==> src/hdl/dtm_pkg.sv <==
package dtm_pkg;

   localparam int unsigned MaxLayersDefault = 256;

   localparam int unsigned CostW   = 16;
   localparam int unsigned DispW   = 10;
   localparam int unsigned OffsetW = 9;
   localparam int unsigned DistW   = 8;
   localparam int unsigned CsrIdxW = 2;
   localparam int unsigned CsrW    = 9;

   localparam logic [CsrIdxW-1:0] CsrMinDisp       = 2'd0;
   localparam logic [CsrIdxW-1:0] CsrSeparation    = 2'd1;
   localparam logic [CsrIdxW-1:0] CsrMergeDistance = 2'd2;

   localparam logic signed [OffsetW-1:0] MinDispReset       = 9'sd0;
   localparam logic [DistW-1:0]          SeparationReset    = 8'd5;
   localparam logic [DistW-1:0]          MergeDistanceReset = 8'd1;

   typedef struct packed {
      logic signed [CostW-1:0] cost;
      logic                    last;
   } item_type;

   typedef struct packed {
      logic signed [DispW-1:0] disp_high;
      logic signed [DispW-1:0] disp_low;
   } result_type;

   typedef struct packed {
      logic [OffsetW-1:0] min_disp;
      logic [DistW-1:0]   separation;
      logic [DistW-1:0]   merge_distance;
   } cfg_type;

   function automatic logic [DistW-1:0] index_dist(input logic [DistW-1:0] a,
                                                   input logic [DistW-1:0] b);
      return (a > b) ? a - b : b - a;
   endfunction

endpackage

==> src/hdl/disparity_two_minima_range_core.sv <==
// Channel | Direction | Ports                  | Contents
// req     | in        | tvalid tready tdata    | tdata[15:0] cost, tlast last_layer
// rsp     | out       | tvalid tready tdata    | tdata[9:0] disp_low, [19:10] disp_high
// csr     | in        | we index wdata         | 0 min_disp, 1 separation, 2 merge_distance
//
// One layer is taken per cycle unless rsp stalls. A layer waits in the input register,
// the best/second-best update runs from there, and the result of a last layer is
// registered on rsp as that layer leaves. The held pair is updated on each advance.
// Reset is synchronous; it clears the layer count, the pair and both valid flags and
// returns the configuration registers to their defaults.
// A stalled rsp holds the input register, and req_tready drops once it is full.
module disparity_two_minima_range_core #(
   parameter int unsigned MAX_LAYERS = dtm_pkg::MaxLayersDefault
) (
   input  logic                         clock,
   input  logic                         reset,
   input  logic                         req_tvalid,
   output logic                         req_tready,
   input  logic [15:0]                  req_tdata,   // [15:0] cost
   input  logic                         req_tlast,
   output logic                         rsp_tvalid,
   input  logic                         rsp_tready,
   output logic [23:0]                  rsp_tdata,   // [9:0] disp_low, [19:10] disp_high
   input  logic                         csr_we,
   input  logic [dtm_pkg::CsrIdxW-1:0]  csr_index,
   input  logic [dtm_pkg::CsrW-1:0]     csr_wdata
);
   import dtm_pkg::*;

   logic       s1_valid_ff, s1_valid_in;
   item_type   s1_item_ff;
   logic       rsp_valid_ff, rsp_valid_in;
   result_type rsp_data_ff;
   cfg_type    cfg_ff;
   result_type result;
   logic       advance;

   // The input stage moves on whenever the output register is free or draining.
   assign advance    = s1_valid_ff && (!rsp_valid_ff || rsp_tready);
   assign req_tready = !s1_valid_ff || advance;

   assign s1_valid_in = (req_tvalid && req_tready) || (s1_valid_ff && !advance);

   always_comb begin
      rsp_valid_in = rsp_valid_ff && !rsp_tready;
      if (advance && s1_item_ff.last) begin
         rsp_valid_in = 1'b1;
      end
   end

   dtm_select #(
      .MAX_LAYERS(MAX_LAYERS)
   ) u_select (
      .clock (clock),
      .reset (reset),
      .step  (advance),
      .item  (s1_item_ff),
      .cfg   (cfg_ff),
      .result(result)
   );

   always_ff @(posedge clock) begin
      if (reset) begin
         s1_valid_ff  <= 1'b0;
         rsp_valid_ff <= 1'b0;
      end else begin
         s1_valid_ff  <= s1_valid_in;
         rsp_valid_ff <= rsp_valid_in;
      end
   end

   always_ff @(posedge clock) begin
      if (req_tvalid && req_tready) begin
         s1_item_ff.cost <= req_tdata;
         s1_item_ff.last <= req_tlast;
      end
      if (advance && s1_item_ff.last) begin
         rsp_data_ff <= result;
      end
   end

   always_ff @(posedge clock) begin
      if (reset) begin
         cfg_ff.min_disp       <= MinDispReset;
         cfg_ff.separation     <= SeparationReset;
         cfg_ff.merge_distance <= MergeDistanceReset;
      end else if (csr_we) begin
         case (csr_index)
            CsrMinDisp:       cfg_ff.min_disp       <= csr_wdata;
            CsrSeparation:    cfg_ff.separation     <= csr_wdata[DistW-1:0];
            CsrMergeDistance: cfg_ff.merge_distance <= csr_wdata[DistW-1:0];
            default: begin
            end
         endcase
      end
   end

   assign rsp_tvalid = rsp_valid_ff;
   assign rsp_tdata  = {4'b0000, rsp_data_ff.disp_high, rsp_data_ff.disp_low};

   a_ready_low_only_when_full: assert property (@(posedge clock) disable iff (reset)
      !req_tready |-> s1_valid_ff)
      else $error("input stage refused a transaction while empty");

   a_last_gives_result: assert property (@(posedge clock) disable iff (reset)
      (advance && s1_item_ff.last) |=> rsp_tvalid)
      else $error("last layer did not produce a result");

   a_result_from_last: assert property (@(posedge clock) disable iff (reset)
      $rose(rsp_valid_ff) |-> $past(s1_valid_ff && s1_item_ff.last))
      else $error("result appeared without a last layer");

endmodule

==> src/hdl/dtm_select.sv <==
module dtm_select #(
   parameter int unsigned MAX_LAYERS = dtm_pkg::MaxLayersDefault
) (
   input  logic                clock,
   input  logic                reset,
   input  logic                step,
   input  dtm_pkg::item_type   item,
   input  dtm_pkg::cfg_type    cfg,
   output dtm_pkg::result_type result
);
   import dtm_pkg::*;

   localparam int unsigned LayerW = (MAX_LAYERS > 2) ? $clog2(MAX_LAYERS) : 1;
   localparam logic [LayerW-1:0] LastLayer = LayerW'(MAX_LAYERS - 1);

   logic [LayerW-1:0]       layer_ff, layer_in;
   logic [LayerW-1:0]       best_layer_ff, best_layer_in;
   logic [LayerW-1:0]       second_layer_ff, second_layer_in;
   logic signed [CostW-1:0] best_cost_ff, best_cost_in;
   logic signed [CostW-1:0] second_cost_ff, second_cost_in;

   logic [DistW-1:0]   cur_dist;
   logic               far_from_best;
   logic [DistW-1:0]   lo_layer, hi_layer;
   logic [DistW-1:0]   best_w, second_w;
   logic [DispW-1:0]   offset;

   assign cur_dist      = index_dist(DistW'(best_layer_ff), DistW'(layer_ff));
   assign far_from_best = cur_dist > cfg.separation;

   always_comb begin
      best_layer_in   = best_layer_ff;
      best_cost_in    = best_cost_ff;
      second_layer_in = second_layer_ff;
      second_cost_in  = second_cost_ff;
      if (layer_ff == '0) begin
         best_layer_in   = '0;
         best_cost_in    = item.cost;
         second_layer_in = '0;
         second_cost_in  = item.cost;
      end else if (layer_ff == LayerW'(1)) begin
         // A tie between the two seed layers goes to layer one.
         if (best_cost_ff < item.cost) begin
            second_layer_in = layer_ff;
            second_cost_in  = item.cost;
         end else begin
            second_layer_in = best_layer_ff;
            second_cost_in  = best_cost_ff;
            best_layer_in   = layer_ff;
            best_cost_in    = item.cost;
         end
      end else begin
         if (item.cost < best_cost_ff) begin
            if (far_from_best) begin
               second_layer_in = best_layer_ff;
               second_cost_in  = best_cost_ff;
            end
            best_layer_in = layer_ff;
            best_cost_in  = item.cost;
         end else if (item.cost < second_cost_ff && far_from_best) begin
            second_layer_in = layer_ff;
            second_cost_in  = item.cost;
         end
      end
   end

   // The index saturates at the top layer until the run ends.
   always_comb begin
      if (item.last) begin
         layer_in = '0;
      end else if (layer_ff == LastLayer) begin
         layer_in = layer_ff;
      end else begin
         layer_in = layer_ff + LayerW'(1);
      end
   end

   assign best_w   = DistW'(best_layer_in);
   assign second_w = DistW'(second_layer_in);

   always_comb begin
      if (index_dist(best_w, second_w) <= cfg.merge_distance) begin
         lo_layer = best_w;
         hi_layer = best_w;
      end else if (best_w < second_w) begin
         lo_layer = best_w;
         hi_layer = second_w;
      end else begin
         lo_layer = second_w;
         hi_layer = best_w;
      end
   end

   assign offset           = {cfg.min_disp[OffsetW-1], cfg.min_disp};
   assign result.disp_low  = {2'b00, lo_layer} + offset;
   assign result.disp_high = {2'b00, hi_layer} + offset;

   always_ff @(posedge clock) begin
      if (reset) begin
         layer_ff        <= '0;
         best_layer_ff   <= '0;
         best_cost_ff    <= '0;
         second_layer_ff <= '0;
         second_cost_ff  <= '0;
      end else if (step) begin
         layer_ff        <= layer_in;
         best_layer_ff   <= best_layer_in;
         best_cost_ff    <= best_cost_in;
         second_layer_ff <= second_layer_in;
         second_cost_ff  <= second_cost_in;
      end
   end

endmodule

==> config.mk <==
export PLATFORM = sky130hd
export DESIGN_NAME = disparity_two_minima_range_core
export DESIGN_NICKNAME = d
export VERILOG_FILES = /design/src/hdl/dtm_pkg.sv /design/src/hdl/disparity_two_minima_range_core.sv /design/src/hdl/dtm_select.sv
export SDC_FILE = /design/constraint.sdc
export NUM_CORES = 1
export LEC_CHECK = 0
export ABC_AREA = 1
export BUFFER_PORTS_ARGS = -buffer_cell sky130_fd_sc_hd__buf_2
export CORE_ASPECT_RATIO = 1.5
export CORE_MARGIN = 4
export CORE_UTILIZATION = 40
export CTS_BUF_LIST = sky130_fd_sc_hd__clkbuf_16
export DETAILED_ROUTE_END_ITERATION = 10
export PLACE_DENSITY = 0.67
export SETUP_SLACK_MARGIN = 0.02
export SYNTH_ARGS = -nofsm -noshare
export SYNTH_HDL_FRONTEND = slang
export SYNTH_HIERARCHICAL = 1
export SYNTH_SLANG_ARGS = --single-unit
==> constraint.sdc <==
create_clock -name clock -period 10.9 [get_ports clock]
set_input_delay 2.18 -clock clock [delete_from_list [all_inputs] [get_ports clock]]
set_output_delay 2.18 -clock clock [all_outputs]
set_load 0.005 [all_outputs]
==> impl_results.md, run 1 <==
- Sw frac: 0.409
- Fin crit period: 9.32 ns
- IO Pins: 59
- Final setup fails: 0
- Power Density: 193 nW/µm²
- Vias in the first global route: 7142
- First-pass GRT wire length: 35200 µm
- Mapped Avg Cell Area: 7.25 µm²
- Async SR Flop Fraction: 0
- Pleak: 4.72 nW
- Post-synth EDFFs: 37
- RSZ-0062 raised after global routing: no
- CTS sink count: 120
- Net Switching: 0.761 mW
- Avg Vias per Cell: 5.07
- Seq. cell area: 2770 µm²
- Combinational power share: 0.425
- GP Congestion: 0.970
- Port buffer count: 54
- Num rows: 65
- Final worst path period share: 0.855
- Critical Path Source Type: flip-flop
- Initial DRC count: 416
- Worst Max-Slew Pin Slew: 0.791 ns
- DR DRC count: 0
- Die area: 24100 µm²
- Maximum number of pins on one net before global-route repair: 48
- Dominant cell by count in the synthesized netlist: nand2_1
- Worst vdd ir: 0.000115 V
- Worst Path Required: 11.17 ns
- WL final: 21600 µm
- P&R area growth vs syn: 11.3%
- Via count: 7669
- CTS tree: done
- Sequential cell area fraction in the yosys report: 0.321
- Setup crit end kind: flip-flop
- Postcts setup bufs: 0
- Area occupied by multi-input gates: 4990 µm²
- Synth top area share: 0.192
- Max-slew violations: 0
- Post-synth top area cell: dfxtp_1
- Max Cap Violations: 0
- Status: finished clean
- ANT cells: 0
- # fillers: 2184
- Hold_buf cts: 0
- Critical path arrival: 9.59 ns
- PostCTS Resize Cnt: 0
- H-tree levels: 4
- CP max FO: 16
- CTS buffer count: 17
- Max incr delay on CP: 0.48 ns
- CTS root buf: clkbuf_16
- Pint: 1.10 mW
- Clock share of power: 0.291
- Mapped Area: 8640 µm²
- Critical path type: flip-flop to flip-flop
- Share of post-route cells with drive strength above 1: 0.108
- NumNets Final: 1368
- Deepest clock path buffer count: 2
- Vert. Die Dim: 188 µm
- DR WL/cell: 14.3 µm
- Ranking of synthesized cells by area: dfxtp_1 (19%), ha_1 (14%), edfxtp_1 (13%)
- Max Clk Rate: 107 MHz
- Starting Density: 0.409
- Yosys cell types: 44
- Clock transition at path regs: 0.06 ns
- Synth warn: 6
- Antenna violations before repair: 0
- Cells after Synth: 1192
- Clock Latency Late Sink: 0.42 ns
- Post-DP HPWL: 16200 µm
- Count of state elements after synthesis: 120
- CP max stage cell: fa_1
- Rel. slew slack: 0.471
- Worst hold path type: flip-flop to flip-flop
- Die Wd: 128 µm
- Router iterations before antenna repair: 5
- Synth top cells by count: nand2_1 (296), inv_1 (161), a21oi_1 (121)
- Post-DRT Antenna Nets: 0
- Worst hold slack: 0.469 ns
- Skew final: 0.00797 ns
- CP dominant cell by count: nand2_1
- Gr usage total: 0.182
- Final TNS setup: 0 ns
- Final Hold Fails: 0
- GRT overflow: 0
- Reg power frac: 0.283
- Top_reg_cell synth: dfxtp_1
- Core box area: 21100 µm²
- Reg2reg setup slack: 1.58 ns
sequential cells by signal, indices dropped and copies added (netlist names):
signal and cells:
u_select/second_cost_ff 16, u_select/best_layer_ff 8, u_select/layer_ff 8, cfg_ff 25, u_select/second_layer_ff 8, rsp_tvalid 1
s1_item_ff 17, s1_valid_ff 1, rsp_tdata 20, u_select/best_cost_ff 16
logic make-up (layout without fill, tap and decap cells):
logic type               count (synthesis)  after routing  share of synthesized area
adder cells (fa/ha/maj)                102            102                      0.153
flip-flops                             120            120                      0.321
AO/OA/AOI/OAI                          242            242                      0.148
multiplexers                             9              9                     0.0109
other                                    1              4                   0.000434
XOR/XNOR                                27             27                     0.0274
AND/OR/NAND/NOR                        479            479                      0.236
buffers and inverters                  212            263                      0.104
power groups by stage:
stage	Clock [mW]	Sequential [mW]	Combinational (mW)
after global routing	0.574	0.530	0.911
after floorplan	0	0.529	0.630
after detailed placement	0	0.536	0.784
after CTS	0.555	0.527	0.789
after global placement	0	0.536	0.774
final	0.542	0.527	0.791
placed cells by master (no fill, tap or decap), drive strengths merged, types with 2 or more instances in the layout:
master,instances
nand2,305
inv,177
a21oi,124
nor2,105
o21ai,101
ha,96
dfxtp,83
buf,58
nand3,49
edfxtp,37
xor2,21
clkbuf,17
nand4,13
clkinv,7
nor3,6
mux2i,6
xnor2,6
fa,6
conb,4
o211ai,4
clkinvlp,3
a21o,3
mux2,3
o21a,2
o22ai,2
a221oi,2
a211oi,2
through the flow:
step / instances / utilization / area, µm² / worst slack (ns) / power (mW)
floorplan: 1195 / - / 8650 / 3.00 / 1.16
global placement: 1482 / 0.428 / 9050 / 1.88 / 1.31
detailed placement: 1482 / 0.428 / 9050 / 1.69 / 1.32
CTS: 1514 / 0.455 / 9620 / 1.64 / 1.87
global route: 1514 / 0.455 / 9620 / 0.514 / 2.02
finish: 1514 / 0.455 / 9620 / 1.58 / 1.86
worst max-delay path: cells and delay by family (launching register included):
family / cells / cell delay, ns
compound gates: 17 / 2.91
xor+xnor: 2 / 0.31
fa+ha+maj: 5 / 1.72
buf+inv: 7 / 0.99
flops: 1 / 0.42
mux: 1 / 0.34
simple gates: 20 / 2.48
layout make-up:
cell class              instances  area share
clock inverters                15      0.0148
multi-input cells             863       0.519
inverters                     173      0.0677
repair buffers                 58      0.0312
clock buffers                  17      0.0442
flip-flops and latches        120       0.288
well taps                     268      0.0348
routing by layer:
| metal | up-vias | GRT usage | wire length [µm] |
|---|---|---|---|
| met1 | 3493 | 0.204 | 8550 |
| met5 | - | 0 | 0 |
| met3 | 53 | 0.0285 | 776 |
| met2 | 167 | 0.333 | 11500 |
| li1 | 3956 | - | - |
| met4 | 0 | 0.0813 | 763 |
final timing paths:
path              cells after the start                       to                              start
setup / recovery                     52  rsp_tdata[19]$_DFFE_PP_  u_select/layer_ff[1]$_SDFFE_PP0P_
hold / removal                        2   cfg_ff[8]$_SDFFE_PP1P_             cfg_ff[8]$_SDFFE_PP1P_
setup reg to reg                     52  rsp_tdata[19]$_DFFE_PP_  u_select/layer_ff[1]$_SDFFE_PP0P_
hold reg to reg                       2   cfg_ff[8]$_SDFFE_PP1P_             cfg_ff[8]$_SDFFE_PP1P_
(Power assumes the default switching activity.)
==> run 2: changes to the inputs <==
Settings changed: CORE_ASPECT_RATIO 1.5 to 0.9.
==> run 2 against run 1 <==
Against the previous run: worst setup slack lost 0.048 ns; critical path depth fell by 2; routed wire length is 2.5% lower; cell area up 0.18%; flip-flop and latch count did not move; utilization is 0.35 points higher; die area shrank 0.18%; hold slack gained 0.00090 ns; first-iteration DRC count increased by 44%; clock-buffer cell count did not move; largest cell class unchanged; maximum frequency fell by 0.51%; sequential power hardly changed.
==> impl_results.md, run 2 (same netlist as run 1, synthesis figures left out) <==
- CTS buffer count: 17 (unchanged)
- Post-DRT Antenna Nets: 0 (unchanged)
- IO Pins: 59 (unchanged)
- Via count: 7513 (-2.0%)
- GP Congestion: 0.937 (-3.4%)
- Status: finished clean
- P&R area growth vs syn: 11.5%
- Gr usage total: 0.174 (-0.00859)
- RR Startpoint: u_select/layer_ff[5]$_SDFFE_PP0P_
- Dpl cells: 1500 (+1.2%)
- Worst Max-Slew Pin Slew: 0.860 ns (+0.0686 ns)
- CTS sink count: 120 (unchanged)
- Final TNS setup: 0 ns (unchanged)
- Final Hold Fails: 0 (unchanged)
- Share of post-route cells with drive strength above 1: 0.106 (-0.00241)
- Setup crit end kind: flip-flop
- Critical Path Source Type: flip-flop
- GRT overflow: 0 (unchanged)
- First-pass GRT wire length: 34100 µm (-3.1%)
- Met2 wire len: 9090 µm (-21%)
- ANT cells: 0 (unchanged)
- Reg2reg setup slack: 1.53 ns (-0.05 ns)
- Hold Path Cell Cnt: 2 (unchanged)
- CP max FO: 16 (unchanged)
- Wire length on met3: 1180 µm (+52%)
- Critical Path Start: u_select/layer_ff[5]$_SDFFE_PP0P_
- # fillers: 2133 (-2.3%)
- Antenna violations before repair: 0 (unchanged)
- Reg2Reg Depth: 50 (-3.8%)
- Post-DP HPWL: 15700 µm (-3.5%)
- Vert. Die Dim: 147 µm (-22%)
- Worst Hold End: cfg_ff[0]$_SDFFE_PP1P_
- Starting Density: 0.411 (+0.00243)
- Max Clk Rate: 107 MHz (-0.51%)
- Router iterations before antenna repair: 5 (unchanged)
- Final worst path period share: 0.860 (+0.00442)
- Pleak: 4.73 nW (about the same)
- NumNets Final: 1368 (unchanged)
- Maximum number of pins on one net before global-route repair: 42 (-13%)
- M1 wire length: 10600 µm (+23%)
- PostCTS Resize Cnt: 0 (unchanged)
- Max incr delay on CP: 0.42 ns (-0.06 ns)
- Critical path type: flip-flop to flip-flop
- DR DRC count: 0 (unchanged)
- Postcts setup bufs: 0 (unchanged)
- Initial DRC count: 599 (+44%)
- Power Density: 193 nW/µm² (-0.14%)
- CP max stage cell: ha_1
- Commonest cells after routing, fill and taps aside: nand2_1 (296), inv_1 (163), a21oi_1 (121)
- Hold_buf cts: 0 (unchanged)
- Port buffer count: 54 (unchanged)
- Die area: 24000 µm² (-0.18%)
- Worst Path Required: 11.06 ns (-0.11 ns)
- Post-Layout Cell Count: 1532 (+1.2%)
- Num rows: 50 (-23%)
- Delay-heaviest family, CP: compound AO/OA/AOI/OAI gates
- Clock Latency Late Sink: 0.42 ns (about the same)
- Hold Path Origin: cfg_ff[0]$_SDFFE_PP1P_
- Deepest clock path buffer count: 2 (unchanged)
- Biggest register: cfg_ff
- Vias in the first global route: 6838 (-4.3%)
- Core box area: 21000 µm² (-0.59%)
- Avg Vias per Cell: 4.90 (-3.2%)
- Worst Path Buf+Inv: 7 (unchanged)
- Largest register FFs: 25 (unchanged)
- Most common cell after layout, fill and taps aside: nand2_1
- RSZ-0062 raised after global routing: no
- Worst hold slack: 0.470 ns (+0.000904 ns)
- DR WL/cell: 13.8 µm (-3.6%)
- Reg2reg end: rsp_tdata[17]$_DFFE_PP_
- DR top layer: met4
- Skew final: 0.00819 ns (+0.000216 ns)
- Worst vdd ir: 0.000112 V (-2.1%)
- Max-slew violations: 0 (unchanged)
- CTS tree: done
- WL final: 21100 µm (-2.5%)
- Worst hold path type: flip-flop to flip-flop
- CTS root buf: clkbuf_16
- CP dominant cell by count: nand2_1
- Fin crit period: 9.37 ns (+0.0482 ns)
- Critical path arrival: 9.54 ns (-0.05 ns)
- Die Wd: 163 µm (+27%)
- Clock transition at path regs: 0.06 ns (about the same)
- Rel. slew slack: 0.425 (-0.0459)
- H-tree levels: 4 (unchanged)
- Final setup fails: 0 (unchanged)
- Max Cap Violations: 0 (unchanged)
## run 2: final cells by class
| type | instances | area [µm²] | share of cell area |
|---|---|---|---|
| Multi-Input combinational cell | 863 | 4990 | 0.518 |
| Timing Repair Buffer | 58 | 300 | 0.0311 |
| Inverter | 173 | 652 | 0.0676 |
| Clock buffer | 17 | 425 | 0.0441 |
| Tap cell | 286 | 358 | 0.0371 |
| Sequential cell | 120 | 2770 | 0.288 |
| Clock inverter | 15 | 138 | 0.0143 |
## run 2: how the worst max path moves through the flow
stage | endpoint | cells after the start | slack [ns]
2_1_floorplan | rsp_tdata[18]$_DFFE_PP_ | 56 | 3.00
3_3_place_gp | rsp_tdata[17]$_DFFE_PP_ | 50 | 1.93
3_5_place_dp | rsp_tdata[17]$_DFFE_PP_ | 50 | 1.81
4_1_cts | rsp_tdata[19]$_DFFE_PP_ | 51 | 1.74
5_1_grt | rsp_tdata[19]$_DFFE_PP_ | 53 | 0.71
6_report | rsp_tdata[17]$_DFFE_PP_ | 50 | 1.53
## run 2: layer usage
| metal | vias to the layer above | track usage |
|---|---|---|
| li1 | 3951 | - |
| met2 | 171 | 0.264 |
| met1 | 3372 | 0.251 |
| met5 | - | 0 |
| met3 | 19 | 0.0362 |
| met4 | 0 | 0.0482 |
## run 2: worst min-delay path, cell delays in order (launching register included)
cell and delay, ns:
dfxtp_1 0.33, nand2_1 0.06, nand3_1 0.05
## run 2: metrics by stage
stage                     power (mW)  worst slack [ns]  cell area (µm²)   util
after global routing            2.01             0.711             9640  0.459
after global placement          1.31              1.93             9080  0.432
after CTS                       1.87              1.74             9640  0.459
final                           1.86              1.53             9640  0.459
after floorplan                 1.16              3.00             8650      -
after detailed placement        1.32              1.81             9080  0.432
## run 2: report_power, final
part | leakage, nW | internal, mW | switching [mW] | total [mW]
Combinational | 3.42 | 0.278 | 0.518 | 0.796
Clock | 0.273 | 0.332 | 0.207 | 0.539
Sequential | 1.03 | 0.505 | 0.0214 | 0.526
==> run 3: changes to the inputs <==
Clock period 10.9 ns to 9.9 ns, I/O delays scaled along.
==> run 3 against run 2 <==
Against the previous run: sequential share of layout area is 0.32 points lower; utilization is 0.52 points higher; cell area is 1.1% higher; flip-flop and latch count stayed put; power is 15% higher; final cell count is 0.33% higher; register-to-register slack worse by 0.56 ns; global-route usage is 0.26 points higher; hold slack worse by 0.0011 ns; critical path depth is 4 higher; first-iteration DRC count is 7.3% lower; critical path type unchanged; largest cell class unchanged.
==> impl_results.md, run 3 (same netlist as run 1, synthesis figures left out) <==
- Num rows: 50 (unchanged)
- RSZ-0062 raised after global routing: no
- Worst hold slack: 0.469 ns (-0.00111 ns)
- Worst Max-Slew Pin Slew: 0.827 ns (-0.0327 ns)
- NumNets Final: 1373 (+0.37%)
- P&R area growth vs syn: 12.8%
- Critical Path Source Type: flip-flop
- Starting Density: 0.411 (unchanged)
- Final TNS setup: 0 ns (unchanged)
- CP max stage cell: dfxtp_1
- GRT overflow: 0 (unchanged)
- Reg power frac: 0.270 (-0.013)
- Largest register FFs: 25 (unchanged)
- Vias in the first global route: 6913 (+1.1%)
- Fin crit period: 8.93 ns (-0.441 ns)
- DR WL/cell: 13.8 µm (about the same)
- ANT cells: 0 (unchanged)
- Pleak: 4.79 nW (+1.4%)
- Final worst path period share: 0.902 (+0.0423)
- Vert. Die Dim: 147 µm (unchanged)
- Hold Path Origin: cfg_ff[10]$_SDFFE_PP1P_
- Via count: 7608 (+1.3%)
- Tot Pwr: 2.15 mW (+15%)
- Max Clk Rate: 112 MHz (+4.9%)
- Final setup fails: 0 (unchanged)
- Worst Hold End: cfg_ff[10]$_SDFFE_PP1P_
- CP dominant cell by count: nand2_1
- Avg Vias per Cell: 4.95 (+0.94%)
- Most common cell after layout, fill and taps aside: nand2_1
- CTS root buf: clkbuf_16
- Critical path type: flip-flop to flip-flop
- Reg2reg end: rsp_tdata[18]$_DFFE_PP_
- H-tree levels: 4 (unchanged)
- Worst Path Required: 10.06 ns (-1.00 ns)
- Max-slew violations: 0 (unchanged)
- IO Pins: 59 (unchanged)
- Die Wd: 163 µm (unchanged)
- Gr usage total: 0.176 (+0.00261)
- Die area: 24000 µm² (unchanged)
- Net Switching: 0.829 mW (+11%)
- Critical path arrival: 9.10 ns (-0.44 ns)
- WL final: 21200 µm (+0.38%)
- GP Congestion: 0.937 (about the same)
- Share of post-route cells with drive strength above 1: 0.110 (+0.00437)
- Clock transition at path regs: 0.06 ns (about the same)
- CP max FO: 16 (unchanged)
- First-pass GRT wire length: 34400 µm (+0.91%)
- CTS tree: done
- Router iterations before antenna repair: 5 (unchanged)
- CTS buffer count: 17 (unchanged)
- Setup crit end kind: flip-flop
- RR Startpoint: u_select/layer_ff[3]$_SDFFE_PP0P_
- Reg2Reg Depth: 54 (+8.0%)
- Post-DP HPWL: 15600 µm (-0.53%)
- CTS sink count: 120 (unchanged)
- Clock share of power: 0.305 (+0.015)
- Post-DRT Antenna Nets: 0 (unchanged)
- Max Cap Violations: 0 (unchanged)
- DR DRC count: 0 (unchanged)
- Maximum number of pins on one net before global-route repair: 42 (unchanged)
- Critical Path Start: u_select/layer_ff[3]$_SDFFE_PP0P_
- Worst vdd ir: 0.000132 V (+18%)
- Reg2reg setup slack: 0.97 ns (-0.56 ns)
- Post-Layout Cell Count: 1537 (+0.33%)
- Hold Path Cell Cnt: 2 (unchanged)
- Rel. slew slack: 0.447 (+0.0219)
- Skew final: 0.0131 ns (+0.00495 ns)
- Final Hold Fails: 0 (unchanged)
- Antenna violations before repair: 0 (unchanged)
- Initial DRC count: 555 (-7.3%)
- Port buffer count: 54 (unchanged)
- Sw frac: 0.386 (-0.0154)
- Status: finished clean
- Commonest cells after routing, fill and taps aside: nand2_1 (295), inv_1 (164), a21oi_1 (121)
- Core box area: 21000 µm² (unchanged)
- Util after Layout: 0.464 (+0.00518)
- Pint: 1.32 mW (+18%)
- Worst hold path type: flip-flop to flip-flop
- Biggest register: cfg_ff
- Max incr delay on CP: 0.44 ns (+0.02 ns)
- Clock Latency Late Sink: 0.42 ns (about the same)
- Deepest clock path buffer count: 2 (unchanged)
- Power Density: 220 nW/µm² (+14%)
- Dpl cells: 1500 (unchanged)
- Combinational power share: 0.425 (-0.003)
-- run 3: cell types whose count changed in the layout (fill, tap and decap cells not counted), sizes merged --
cell,delta
inv,+1
bufinv,+3
clkinv,-1
buf,+4
clkinvlp,-2
-- run 3: worst max-delay path, delay by kind of cell, from the launching register on --
| kind | cells | cell delay, ns |
|---|---|---|
| simple gates | 23 | 2.53 |
| fa+ha+maj | 7 | 2.19 |
| compound gates | 14 | 2.03 |
| buf+inv | 6 | 0.72 |
| flops | 1 | 0.44 |
| xor+xnor | 3 | 0.41 |
| mux | 1 | 0.33 |
-- run 3: power by group through the flow --
stage	Sequential, mW	Combinational (mW)	Clock (mW)
after CTS	0.579	0.874	0.668
after global placement	0.588	0.853	0
after floorplan	0.582	0.693	0
after global routing	0.583	1.04	0.692
final	0.579	0.913	0.656
after detailed placement	0.589	0.864	0
-- run 3: how the worst max path moves through the flow --
stage / to / slack [ns]
4_1_cts: rsp_tdata[18]$_DFFE_PP_ / 0.65
5_1_grt: rsp_tdata[19]$_DFFE_PP_ / 0.1
3_5_place_dp: rsp_tdata[18]$_DFFE_PP_ / 0.68
3_3_place_gp: rsp_tdata[17]$_DFFE_PP_ / 0.95
2_1_floorplan: rsp_tdata[18]$_DFFE_PP_ / 2.00
6_report: rsp_tdata[18]$_DFFE_PP_ / 0.97
-- run 3: final cells by class --
cell class                 instances  area, µm²
clock buffer                      17        425
clock inverter                    15        195
fill                            2120      11300
inverter                         173        656
multi-input combinational        863       5010
sequential                       120       2770
tap                              286        358
timing repair buffer              62        330
timing repair inverter             1       5.00
-- run 3: layer usage --
layer,track usage,vias up,share of wire
met5,0,-,0
met4,0.0558,0,0.017
met3,0.0382,22,0.068
met2,0.265,229,0.43
met1,0.253,3399,0.48
li1,-,3958,-
-- run 3: stage by stage --
stage,worst slack [ns],instance area (µm²)
floorplan,2.00,8650
global placement,0.950,9080
detailed placement,0.683,9080
CTS,0.653,9700
global route,0.0988,9750
finish,0.968,9750
-- run 3: what timing repair did --
item,4_1_cts,5_1_grt
endpoints found under the setup margin,0,8
resized for setup,0,5
setup buffers,0,4
hold buffers,0,0
